<file path="src/rtl/assert_macros.svh">
// Assertion macros shared by the covariance block; they expect clk and arst_n in scope.
`ifndef ASSERT_MACROS_SVH
`define ASSERT_MACROS_SVH

// Check that cons holds in the same cycle as ante.
`define SCM_ASSERT_IMP(label, ante, cons, msg) \
	label: assert property (@(posedge clk) disable iff (!arst_n) (ante) |-> (cons)) \
		else $error(msg);

// Check that cons holds in the cycle after ante.
`define SCM_ASSERT_NXT(label, ante, cons, msg) \
	label: assert property (@(posedge clk) disable iff (!arst_n) (ante) |=> (cons)) \
		else $error(msg);

`endif

</file>
<file path="src/rtl/scm_pkg.sv">
// Shared constants, controller states and command/status types of the covariance block.
`default_nettype none

package scm_pkg;

	// Default sizing
	localparam int MAX_VARS_DEF     = 8;
	localparam int MAX_PATTERNS_DEF = 1024;
	localparam int SAMPLE_BITS_DEF  = 16;

	// Fixed field widths
	localparam int CFG_W      = 4;
	localparam int IDX_W      = 3;
	localparam int COV_W      = 40;
	localparam int APB_DATA_W = 32;
	localparam int APB_ADDR_W = 3;
	localparam int REG_IDX_W  = 1;

	// Register map
	localparam logic [REG_IDX_W-1:0] REG_VARS_IN_USE = 1'b0;
	localparam logic [CFG_W-1:0]     VARS_RESET      = 4'd8;

	// Saturation limits of a Q24.16 result
	localparam logic signed [63:0] COV_MAX = 64'sd549755813887;
	localparam logic signed [63:0] COV_MIN = -64'sd549755813888;

	typedef enum logic [3:0] {
		ST_LOAD,
		ST_CHECK,
		ST_MEAN_CLR,
		ST_MEAN_RD,
		ST_MEAN_DRAIN,
		ST_MEAN_DIV,
		ST_COV_CLR,
		ST_COV_RD,
		ST_COV_DRAIN,
		ST_COV_DIV,
		ST_EMIT_RD,
		ST_EMIT_LD
	} state_t;

	typedef struct packed {
		logic load_en;    // accept sample words
		logic sweep_clr;  // clear accumulator and sweep pointer
		logic sweep_rd;   // read one pattern into the pipeline
		logic cov_mode;   // centered products instead of plain sums
		logic div_start;  // start the shared divider
		logic mean_wr;    // store quotient as a mean
		logic tri_wr;     // store saturated quotient in the triangle
		logic out_load;   // load the output register
		logic out_last;   // final entry of the run
		logic restart;    // clear load counters
	} cmd_t;

	typedef struct packed {
		logic last_in;    // accepted word closes the data set
		logic err;        // too few patterns or store overflow
		logic pipe_busy;  // product pipeline not drained
		logic div_done;   // quotient ready
		logic out_free;   // output register can take a word
	} sts_t;

endpackage

`default_nettype wire

</file>
<file path="src/rtl/scm_ctrl.sv">
// Controller of the covariance block: load, mean sweeps, covariance sweeps and emission.
`default_nettype none
`include "assert_macros.svh"

module scm_ctrl #(
	parameter int MAX_VARS     = scm_pkg::MAX_VARS_DEF,
	parameter int MAX_PATTERNS = scm_pkg::MAX_PATTERNS_DEF,
	localparam int VAR_W  = (MAX_VARS > 1) ? $clog2(MAX_VARS) : 1,
	localparam int VCNT_W = $clog2(MAX_VARS + 1),
	localparam int CMP_W  = VCNT_W + 1,
	localparam int CNT_W  = $clog2(MAX_PATTERNS + 1)
) (
	input  logic                 clk,
	input  logic                 arst_n,
	input  logic [VCNT_W-1:0]    vars,
	input  logic [CNT_W-1:0]     n_patterns,
	input  scm_pkg::sts_t        sts,
	output scm_pkg::cmd_t        cmd,
	output logic [VAR_W-1:0]     row_sel,
	output logic [VAR_W-1:0]     col_sel
);

	scm_pkg::state_t state_q, state_d;
	logic [VAR_W-1:0] j_q, j_d;
	logic [VAR_W-1:0] k_q, k_d;
	logic [CNT_W-1:0] p_q, p_d;

	logic j_end;
	logic k_end;
	logic p_end;

	assign j_end = (CMP_W'(j_q) + CMP_W'(1)) == CMP_W'(vars);
	assign k_end = (CMP_W'(k_q) + CMP_W'(1)) == CMP_W'(vars);
	assign p_end = (p_q + CNT_W'(1)) == n_patterns;

	// State and loop indices
	always_ff @(posedge clk or negedge arst_n) begin
		if (!arst_n) begin
			state_q <= scm_pkg::ST_LOAD;
			j_q     <= '0;
			k_q     <= '0;
			p_q     <= '0;
		end else begin
			state_q <= state_d;
			j_q     <= j_d;
			k_q     <= k_d;
			p_q     <= p_d;
		end
	end

	// Next state and commands
	always_comb begin
		state_d = state_q;
		j_d     = j_q;
		k_d     = k_q;
		p_d     = p_q;
		cmd     = '0;
		unique case (state_q)
			scm_pkg::ST_LOAD: begin
				cmd.load_en = 1'b1;
				if (sts.last_in) begin
					state_d = scm_pkg::ST_CHECK;
				end
			end
			scm_pkg::ST_CHECK: begin
				j_d = '0;
				k_d = '0;
				state_d = sts.err ? scm_pkg::ST_EMIT_RD : scm_pkg::ST_MEAN_CLR;
			end
			scm_pkg::ST_MEAN_CLR: begin
				cmd.sweep_clr = 1'b1;
				p_d = '0;
				state_d = scm_pkg::ST_MEAN_RD;
			end
			scm_pkg::ST_MEAN_RD: begin
				cmd.sweep_rd = 1'b1;
				if (p_end) begin
					state_d = scm_pkg::ST_MEAN_DRAIN;
				end else begin
					p_d = p_q + CNT_W'(1);
				end
			end
			scm_pkg::ST_MEAN_DRAIN: begin
				if (!sts.pipe_busy) begin
					cmd.div_start = 1'b1;
					state_d = scm_pkg::ST_MEAN_DIV;
				end
			end
			scm_pkg::ST_MEAN_DIV: begin
				if (sts.div_done) begin
					cmd.mean_wr = 1'b1;
					if (j_end) begin
						j_d = '0;
						k_d = '0;
						state_d = scm_pkg::ST_COV_CLR;
					end else begin
						j_d = j_q + VAR_W'(1);
						state_d = scm_pkg::ST_MEAN_CLR;
					end
				end
			end
			scm_pkg::ST_COV_CLR: begin
				cmd.cov_mode  = 1'b1;
				cmd.sweep_clr = 1'b1;
				p_d = '0;
				state_d = scm_pkg::ST_COV_RD;
			end
			scm_pkg::ST_COV_RD: begin
				cmd.cov_mode = 1'b1;
				cmd.sweep_rd = 1'b1;
				if (p_end) begin
					state_d = scm_pkg::ST_COV_DRAIN;
				end else begin
					p_d = p_q + CNT_W'(1);
				end
			end
			scm_pkg::ST_COV_DRAIN: begin
				cmd.cov_mode = 1'b1;
				if (!sts.pipe_busy) begin
					cmd.div_start = 1'b1;
					state_d = scm_pkg::ST_COV_DIV;
				end
			end
			scm_pkg::ST_COV_DIV: begin
				cmd.cov_mode = 1'b1;
				if (sts.div_done) begin
					cmd.tri_wr = 1'b1;
					if (k_end && j_end) begin
						j_d = '0;
						k_d = '0;
						state_d = scm_pkg::ST_EMIT_RD;
					end else if (k_end) begin
						j_d = j_q + VAR_W'(1);
						k_d = j_q + VAR_W'(1);
						state_d = scm_pkg::ST_COV_CLR;
					end else begin
						k_d = k_q + VAR_W'(1);
						state_d = scm_pkg::ST_COV_CLR;
					end
				end
			end
			scm_pkg::ST_EMIT_RD: begin
				state_d = scm_pkg::ST_EMIT_LD;
			end
			scm_pkg::ST_EMIT_LD: begin
				if (sts.out_free) begin
					cmd.out_load = 1'b1;
					cmd.out_last = j_end && k_end;
					if (j_end && k_end) begin
						cmd.restart = 1'b1;
						j_d = '0;
						k_d = '0;
						state_d = scm_pkg::ST_LOAD;
					end else if (k_end) begin
						j_d = j_q + VAR_W'(1);
						k_d = '0;
						state_d = scm_pkg::ST_EMIT_RD;
					end else begin
						k_d = k_q + VAR_W'(1);
						state_d = scm_pkg::ST_EMIT_RD;
					end
				end
			end
			default: begin
				state_d = scm_pkg::ST_LOAD;
			end
		endcase
	end

	assign row_sel = j_q;
	assign col_sel = k_q;

	`SCM_ASSERT_IMP(a_done_in_div, sts.div_done, state_q == scm_pkg::ST_MEAN_DIV || state_q == scm_pkg::ST_COV_DIV, "quotient arrived outside a divide state")
	`SCM_ASSERT_IMP(a_pipe_in_sweep, sts.pipe_busy, state_q == scm_pkg::ST_MEAN_RD || state_q == scm_pkg::ST_MEAN_DRAIN || state_q == scm_pkg::ST_COV_RD || state_q == scm_pkg::ST_COV_DRAIN, "samples in flight outside a sweep")
	`SCM_ASSERT_IMP(a_no_math_on_error, cmd.sweep_rd || cmd.div_start, !sts.err, "computing on an error run")
	`SCM_ASSERT_NXT(a_run_ends_in_load, cmd.out_load && cmd.out_last, state_q == scm_pkg::ST_LOAD && n_patterns == '0, "run did not return to loading")

endmodule

`default_nettype wire

</file>
<file path="config.mk">
export PLATFORM = sky130hd
export DESIGN_NAME = scm_ctrl
export DESIGN_NICKNAME = d
export VERILOG_FILES = /design/src/rtl/scm_pkg.sv /design/src/rtl/scm_ctrl.sv
export VERILOG_INCLUDE_DIRS = /design/src /design/src/rtl
export SDC_FILE = /design/constraint.sdc
export NUM_CORES = 1
export LEC_CHECK = 0
export BUFFER_PORTS_ARGS = -buffer_cell sky130_fd_sc_hd__buf_2
export CAP_MARGIN = 20
export CORE_ASPECT_RATIO = 0.5
export CORE_MARGIN = 2
export CORE_UTILIZATION = 42
export DETAILED_ROUTE_END_ITERATION = 7
export PLACE_DENSITY = 0.73
export SETUP_SLACK_MARGIN = 0.05
export SYNTH_ARGS = -nofsm -noshare
export SYNTH_HDL_FRONTEND = slang
export SYNTH_SLANG_ARGS = --single-unit
</file>
<file path="constraint.sdc">
create_clock -name clk -period 3.2 [get_ports clk]
set_clock_uncertainty 0.05 [all_clocks]
set_input_delay 0.32 -clock clk [delete_from_list [all_inputs] [get_ports clk]]
set_output_delay 0.32 -clock clk [all_outputs]
set_load 0.02 [all_outputs]
</file>
==> impl_table.tex, run 1 <==
\begin{tabular}{lr}
\hline
Metric & Value \\
\hline
\multicolumn{2}{l}{\textbf{Timing}} \\
Final setup slack of the worst path & 0.340 ns \\
Total negative slack for setup checks & 0 ns \\
Period utilization & 0.894 \\
Headroom to the max-slew limit & 0.629 \\
Timing-limited maximum frequency & 350 MHz \\
Final critical delay including setup and external delays & 2.86 ns \\
Final slew viol count & 0 \\
Worst Hold Slack & 0.394 ns \\
Finish-stage setup viols & 0 \\
Setup repair after global routing missed its margin & false \\
Slew at the pin closest to its max-slew limit & 0.555 ns \\
Fin. Hold Viols & 0 \\
\multicolumn{2}{l}{\textbf{Clock network}} \\
Root buffer cell & sky130\_fd\_sc\_hd\_\_clkbuf\_8 \\
Maximum count of clock buffers along a single path & 2 \\
Number of gates resized after CTS & 0 \\
TritonCTS buffer count & 3 \\
CTS sink count & 21 \\
Worst-skew pair later-pin latency & 0.27 ns \\
CTS H-Tree Depth & 1 \\
Clock slew at the register clock pins of the worst setup and hold paths & 0.08 ns \\
CTS tree & built \\
\multicolumn{2}{l}{\textbf{Worst setup path}} \\
Crit end category & flip-flop \\
Type of the worst setup path & reg -> reg \\
Slowest cell delay on critical path & 0.49 ns \\
Cell with the biggest individual delay on the critical path & sky130\_fd\_sc\_hd\_\_nor2\_1 \\
Critical path cell sequence & ha\_1 -> nand3\_2 -> or3\_1 -> a21oi\_1 -> o311ai\_1 -> o31a\_1 -> nor2\_1 -> mux2\_2 \\
Critical Path AT & 3.02 ns \\
Worst Path Required & 3.35 ns \\
Crit path max fanout & 11 \\
Critical Path Start Type & flip-flop \\
\multicolumn{2}{l}{\textbf{Synthesis}} \\
Mean area per synthesized cell & 8.33 sq um \\
Fraction of the mapped netlist area in compound gates & 0.211 \\
Dominant combinational cell family by area after synthesis & simple AND/OR/NAND/NOR gates \\
Number of flip-flops and latches in the synthesized netlist & 21 \\
Mapped Area & 1910 sq um \\
Net count of the mapped netlist & 254 \\
Number of synthesized flops with an enable pin & 0 \\
Count of different cell masters after synthesis & 58 \\
Mapped Cells & 229 \\
Cell type with the highest aggregate area in the netlist & sky130\_fd\_sc\_hd\_\_dfrtp\_1 \\
Fraction of synthesis flops using an asynchronous set or reset pin & 1.00 \\
Basic-gate share of the synthesized area counting and, or, nand and nor cells & 0.299 \\
Post-Synth Adder-Cell Area & 0.0249 \\
Multiplexer area fraction after synthesis & 0.0335 \\
Synth warn & 0 \\
Biggest area contributors in the synthesized netlist & sky130\_fd\_sc\_hd\_\_dfrtp\_1, sky130\_fd\_sc\_hd\_\_xnor2\_1, sky130\_fd\_sc\_hd\_\_nand2\_1 \\
Area share of the leading cell type in the synthesized netlist & 0.276 \\
Xor-xnor portion of the synthesized cell area & 0.0984 \\
Commonest register cell after synthesis & sky130\_fd\_sc\_hd\_\_dfrtp\_1 \\
Proportion of synthesized chip area in sequential cells & 0.276 \\
\multicolumn{2}{l}{\textbf{Job}} \\
Max Cap Violations & 0 \\
\multicolumn{2}{l}{\textbf{Pwr}} \\
Final total power & 1.41 mW \\
Power density of the placed cells & 655 nW/um\^{}2 \\
Total leakage power & 0.984 nW \\
Maximum vdd ir drop & 0.187 mV \\
\multicolumn{2}{l}{\textbf{Finish}} \\
Net total in the final layout & 284 \\
Final core utilization & 0.490 \\
Area of all placed cells without fillers & 2150 sq um \\
Area Growth Syn to Fin & 12.6\% \\
Final std cells w/o fill & 315 \\
Diodes inserted & 0 \\
Layout cell share with drive strength beyond 1 & 0.205 \\
\multicolumn{2}{l}{\textbf{Routing}} \\
Number of DRC violations after detailed-routing iteration 0 & 102 \\
Wire length per cell after detailed routing & 14.4 um \\
Remaining DRCs & 0 \\
Total number of vias & 1,824 \\
TritonRoute pass-1 iters & 4 \\
Number of antenna-violating nets in the routed design & 0 \\
Routed via count divided by cell count & 5.79 \\
Detailed Route WL & 4530 um \\
\multicolumn{2}{l}{\textbf{Placed design}} \\
HPWL after detailed placement & 3390 um \\
Placed inst area & 2090 sq um \\
Pre-CTS setup slack & 0.389 ns \\
Count of buffers from port buffering & 37 \\
Placer Congestion & 0.898 \\
Total instance count after detailed placement & 310 \\
\multicolumn{2}{l}{\textbf{Die}} \\
Die Outline Area & 5130 sq um \\
Number of rows in the core area & 17 \\
Chip Width & 99.3 um \\
Number of I/O pins & 38 \\
Starting density of the core & 0.435 \\
Core area & 4380 sq um \\
Die Ht & 51.6 um \\
\multicolumn{2}{l}{\textbf{Global routing}} \\
GR Util All Layers & 0.181 \\
Initial antenna violation count & 0 \\
Global-route congestion overflow total & 0 \\
Number of global-route vias before repair & 1,591 \\
Pin count of the biggest net entering global routing & 22 \\
Global-route wire length before repair & 7380 um \\
\multicolumn{2}{l}{\textbf{Run status}} \\
Outcome & finished, final reports clean \\
\multicolumn{2}{l}{\textbf{Hold path}} \\
Min-Delay Path Class & in -> reg \\
\hline
\end{tabular}
==> synth_stat cells, drive strengths merged, types with 3 or more instances <==
| library cell | count |
|---|---|
| nand3b | 3 |
| nand2b | 8 |
| a21oi | 12 |
| o31a | 3 |
| o211ai | 3 |
| nand4 | 3 |
| dfrtp | 21 |
| nor3 | 8 |
| mux2i | 3 |
| and2 | 3 |
| a22oi | 3 |
| nand3 | 7 |
| clkbuf | 7 |
| nand2 | 21 |
| and3 | 10 |
| and3b | 3 |
| nor3b | 3 |
| a31oi | 4 |
| nor2 | 17 |
| a211o | 3 |
| xor2 | 4 |
| nor4 | 5 |
| ha | 3 |
| o21ai | 11 |
| a221o | 3 |
| buf | 8 |
| mux2 | 3 |
| inv | 6 |
| xnor2 | 12 |
==> final cells by class <==
class	count	area, sq um
Timing Repair Buffer	40	210
Clock buffer	4	45.0
Multi-Input combinational cell	187	1270
Tap cell	57	71.3
Sequential cell	21	526
Inverter	6	22.5
Fill cell	433	2230
==> per-layer routing <==
metal	wire length (um)	vias up	global-route usage
li1	-	909	-
met1	2080	847	0.221
met2	2160	60	0.322
met3	215	8	0.0390
met4	66	0	0.0639
met5	0	-	0
==> final timing paths <==
check	startpoint	endpoint	slack, ns	cells past startpoint
max	p_q[0]	p_q[0]	0.34	8
min	sts[2]	state_q[0]	0.39	4
max reg2reg	p_q[0]	p_q[0]	0.34	8
min reg2reg	col_sel[1]	col_sel[1]	0.54	2
max in group asynchronous	arst_n	p_q[10]	2.27	2
min in group asynchronous	arst_n	state_q[2]	0.50	2
==> cell families (layout without fill, tap and decap cells) <==
kind of cell,Yosys count,in the layout
mux,6,6
simple gates,101,101
fa+ha+maj,4,4
flops,21,21
buf+inv,21,50
xor+xnor,18,18
compound gates,58,58
==> cells in the final DEF, fill, tap and decap left out, types with 4 or more instances in the layout <==
master / Yosys / layout
sky130_fd_sc_hd__a31oi_1: 4 / 4
sky130_fd_sc_hd__dfrtp_1: 21 / 21
sky130_fd_sc_hd__nand3_1: 6 / 6
sky130_fd_sc_hd__nand2b_1: 8 / 8
sky130_fd_sc_hd__nor4_1: 5 / 5
sky130_fd_sc_hd__nor2_1: 17 / 17
sky130_fd_sc_hd__a21oi_1: 12 / 12
sky130_fd_sc_hd__xnor2_1: 12 / 12
sky130_fd_sc_hd__buf_2: 3 / 37
sky130_fd_sc_hd__nand2_1: 21 / 21
sky130_fd_sc_hd__xor2_1: 4 / 4
sky130_fd_sc_hd__and3_1: 8 / 8
sky130_fd_sc_hd__inv_1: 6 / 6
sky130_fd_sc_hd__o21ai_0: 11 / 11
sky130_fd_sc_hd__nor3_1: 7 / 7
==> repair_timing <==
| item | CTS | global route |
|---|---|---|
| endpoints found under the hold margin | 21 | 0 |
| hold buffers | 1 | 0 |
| buffers inserted | 0 | 0 |
==> worst max-delay path, delay by kind of cell (launching register included) <==
family / cells / cell delay [ns]
AO/OA/AOI/OAI: 3 / 0.79
adder cells (fa/ha/maj): 1 / 0.28
flip-flops: 1 / 0.44
multiplexers: 1 / 0.27
AND/OR/NAND/NOR: 3 / 0.98
==> registers in the layout (all words and copies together) (netlist names) <==
register / cells
p_q: 11
state_q: 4
col_sel: 3
row_sel: 3
==> where the power goes <==
group	switching (mW)	internal [mW]	total (mW)
Sequential	0.0964	0.328	0.424
Combinational	0.497	0.307	0.805
Clock	0.0890	0.0890	0.178
Power figures use the tool's default switching activity.
==> run 2: changes to the inputs <==
--- a/config.mk
+++ b/config.mk
@@ -12,6 +12,7 @@
 export CORE_MARGIN = 2
 export CORE_UTILIZATION = 42
 export DETAILED_ROUTE_END_ITERATION = 7
+export MAX_ROUTING_LAYER = met4
 export PLACE_DENSITY = 0.73
 export SETUP_SLACK_MARGIN = 0.05
 export SYNTH_ARGS = -nofsm -noshare
==> run 2 against run 1 <==
Compared with the run above: maximum frequency grew 1.4%; sequential share of layout area is the same; first-iteration DRC count shrank 55%; sequential power is essentially flat; register-to-register slack gained 0.04 ns; routed wire length grew 0.29%; setup slack gained 0.040 ns; clock power is essentially flat; critical path type unchanged.
==> impl_table.tex, run 2 (synthesis results as in run 1) <==
\begin{tabular}{lr}
\hline
Metric & Value \\
\hline
\multicolumn{2}{l}{\textbf{Global routing}} \\
Met1 Use GR & 0.218 \\
Layer with the highest usage after global routing & met2 \\
Initial antenna violation count & 0 \\
Met3 track demand over resource & 0.0323 \\
Global-route congestion overflow total & 0 \\
Pin count of the biggest net entering global routing & 22 \\
Global-route wire length before repair & 7450 um \\
GR Util All Layers & 0.188 \\
Met2 Use GR & 0.338 \\
Number of global-route vias before repair & 1,671 \\
\multicolumn{2}{l}{\textbf{Timing}} \\
Final setup slack of the worst path & 0.379 ns \\
Headroom to the max-slew limit & 0.652 \\
Timing-limited maximum frequency & 355 MHz \\
Fin. Hold Viols & 0 \\
Period utilization & 0.881 \\
Slew at the pin closest to its max-slew limit & 0.519 ns \\
Final slew viol count & 0 \\
Finish-stage setup viols & 0 \\
Final critical delay including setup and external delays & 2.82 ns \\
Setup repair after global routing missed its margin & false \\
Total negative slack for setup checks & 0 ns \\
\multicolumn{2}{l}{\textbf{Finish}} \\
Max reg flops & 11 \\
Area Growth Syn to Fin & 12.6\% \\
Leading cell type in the layout, fill and taps excluded & sky130\_fd\_sc\_hd\_\_buf\_2 \\
Layout cell share with drive strength beyond 1 & 0.205 \\
Largest registers in the final layout & p\_q (11), state\_q (4) \\
Final std cells w/o fill & 315 \\
Area of all placed cells without fillers & 2150 sq um \\
Filler cells & 449 \\
Largest Register & p\_q \\
Net total in the final layout & 284 \\
Most frequent cells in the layout & sky130\_fd\_sc\_hd\_\_buf\_2, sky130\_fd\_sc\_hd\_\_nand2\_1, sky130\_fd\_sc\_hd\_\_dfrtp\_1 \\
Diodes inserted & 0 \\
\multicolumn{2}{l}{\textbf{Worst setup path}} \\
Critical path cell sequence & ha\_1 -> nand3\_2 -> or3\_1 -> a21oi\_1 -> o311ai\_1 -> o31a\_1 -> nor2\_1 -> mux2\_2 \\
Critical Path AT & 2.98 ns \\
Crit end category & flip-flop \\
Type of the worst setup path & reg -> reg \\
WP buf/inv & 0 \\
Crit path max fanout & 11 \\
R2R Path Start & p\_q[0] \\
End of the worst register-to-register path & p\_q[0] \\
Largest delay share family, worst path & simple AND/OR/NAND/NOR gates \\
Critical Path Start Type & flip-flop \\
Setup slack, reg-to-reg & 0.38 ns \\
Slowest cell delay on critical path & 0.46 ns \\
Worst Path Required & 3.36 ns \\
Cell depth of the worst flop-to-flop path & 8 \\
Cell with the biggest individual delay on the critical path & sky130\_fd\_sc\_hd\_\_nor2\_1 \\
\multicolumn{2}{l}{\textbf{Routing}} \\
Wire length per cell after detailed routing & 14.4 um \\
Number of DRC violations after detailed-routing iteration 0 & 46 \\
TritonRoute pass-1 iters & 4 \\
Remaining DRCs & 0 \\
Number of antenna-violating nets in the routed design & 0 \\
Total number of vias & 1,832 \\
Routed via count divided by cell count & 5.82 \\
Detailed Route WL & 4540 um \\
\multicolumn{2}{l}{\textbf{Placed design}} \\
Pre-CTS setup slack & 0.363 ns \\
HPWL after detailed placement & 3470 um \\
Placed inst area & 2090 sq um \\
Count of buffers from port buffering & 37 \\
Placer Congestion & 0.912 \\
Total instance count after detailed placement & 310 \\
\multicolumn{2}{l}{\textbf{Job}} \\
Max Cap Violations & 0 \\
\multicolumn{2}{l}{\textbf{Hold path}} \\
Worst Hold Launch & sts[2] \\
Min-Delay Path Class & in -> reg \\
Hold-critical path endpoint & state\_q[0] \\
Hold depth & 4 \\
\multicolumn{2}{l}{\textbf{Clock network}} \\
Clock slew at the register clock pins of the worst setup and hold paths & 0.08 ns \\
Worst-skew pair later-pin latency & 0.27 ns \\
Maximum count of clock buffers along a single path & 2 \\
Number of hold buffers added after cts & 1 \\
CTS sink count & 21 \\
TritonCTS buffer count & 3 \\
Root buffer cell & sky130\_fd\_sc\_hd\_\_clkbuf\_8 \\
Setup fix buffers added after clock tree synthesis & 0 \\
CTS tree & built \\
Number of gates resized after CTS & 0 \\
CTS H-Tree Depth & 1 \\
\multicolumn{2}{l}{\textbf{Die}} \\
Core area & 4380 sq um \\
Number of I/O pins & 38 \\
Die Outline Area & 5130 sq um \\
Starting density of the core & 0.435 \\
Number of rows in the core area & 17 \\
Die Ht & 51.6 um \\
Chip Width & 99.3 um \\
\multicolumn{2}{l}{\textbf{Run status}} \\
Outcome & finished, final reports clean \\
\multicolumn{2}{l}{\textbf{Pwr}} \\
Final total power & 1.41 mW \\
Maximum vdd ir drop & 0.257 mV \\
Power density of the placed cells & 655 nW/um\^{}2 \\
Total leakage power & 0.984 nW \\
\hline
\end{tabular}
run 2: how the worst max path moves through the flow:
stage / from / endpoint / slack [ns] / cells past startpoint
finish: p_q[0] / p_q[0] / 0.38 / 8
detailed placement: p_q[0] / p_q[0] / 0.36 / 8
global route: p_q[0] / p_q[5] / 0.06 / 8
global placement: p_q[0] / p_q[0] / 0.55 / 8
floorplan: col_sel[0] / cmd[1] / 0.61 / 6
CTS: p_q[0] / p_q[0] / 0.34 / 8
run 2: per-layer routing:
layer / wire length [um] / vias up
met5: 0 / -
met4: 70 / 0
met3: 186 / 8
met2: 2230 / 42
met1: 2050 / 868
li1: - / 914
run 2: area by class of cell:
cell class / instances / area [sq um] / area share
tap: 57 / 71.3 / 0.0332
inverter: 6 / 22.5 / 0.0105
timing repair buffer: 40 / 210 / 0.0979
sequential: 21 / 526 / 0.245
multi-input combinational: 187 / 1270 / 0.593
clock buffer: 4 / 45.0 / 0.0210
run 2: through the flow:
| step | util | hold WS [ns] |
|---|---|---|
| final | 0.490 | 0.405 |
| after global routing | 0.490 | 0.455 |
| after CTS | 0.490 | 0.392 |
| after detailed placement | 0.477 | 0.255 |
| after global placement | 0.477 | 0.260 |
| after floorplan | - | -0.0256 |
run 2: report_power, final:
group          switching (mW)  total, mW  internal (mW)
combinational           0.494      0.801          0.307
sequential             0.0951      0.423          0.328
clock                  0.0923      0.181         0.0890
run 2: tightest hold or removal path: stages:
cell,delay (ns)
sky130_fd_sc_hd__buf_2,0.09
sky130_fd_sc_hd__a21oi_1,0.07
sky130_fd_sc_hd__nor3_1,0.14
sky130_fd_sc_hd__a31oi_1,0.06
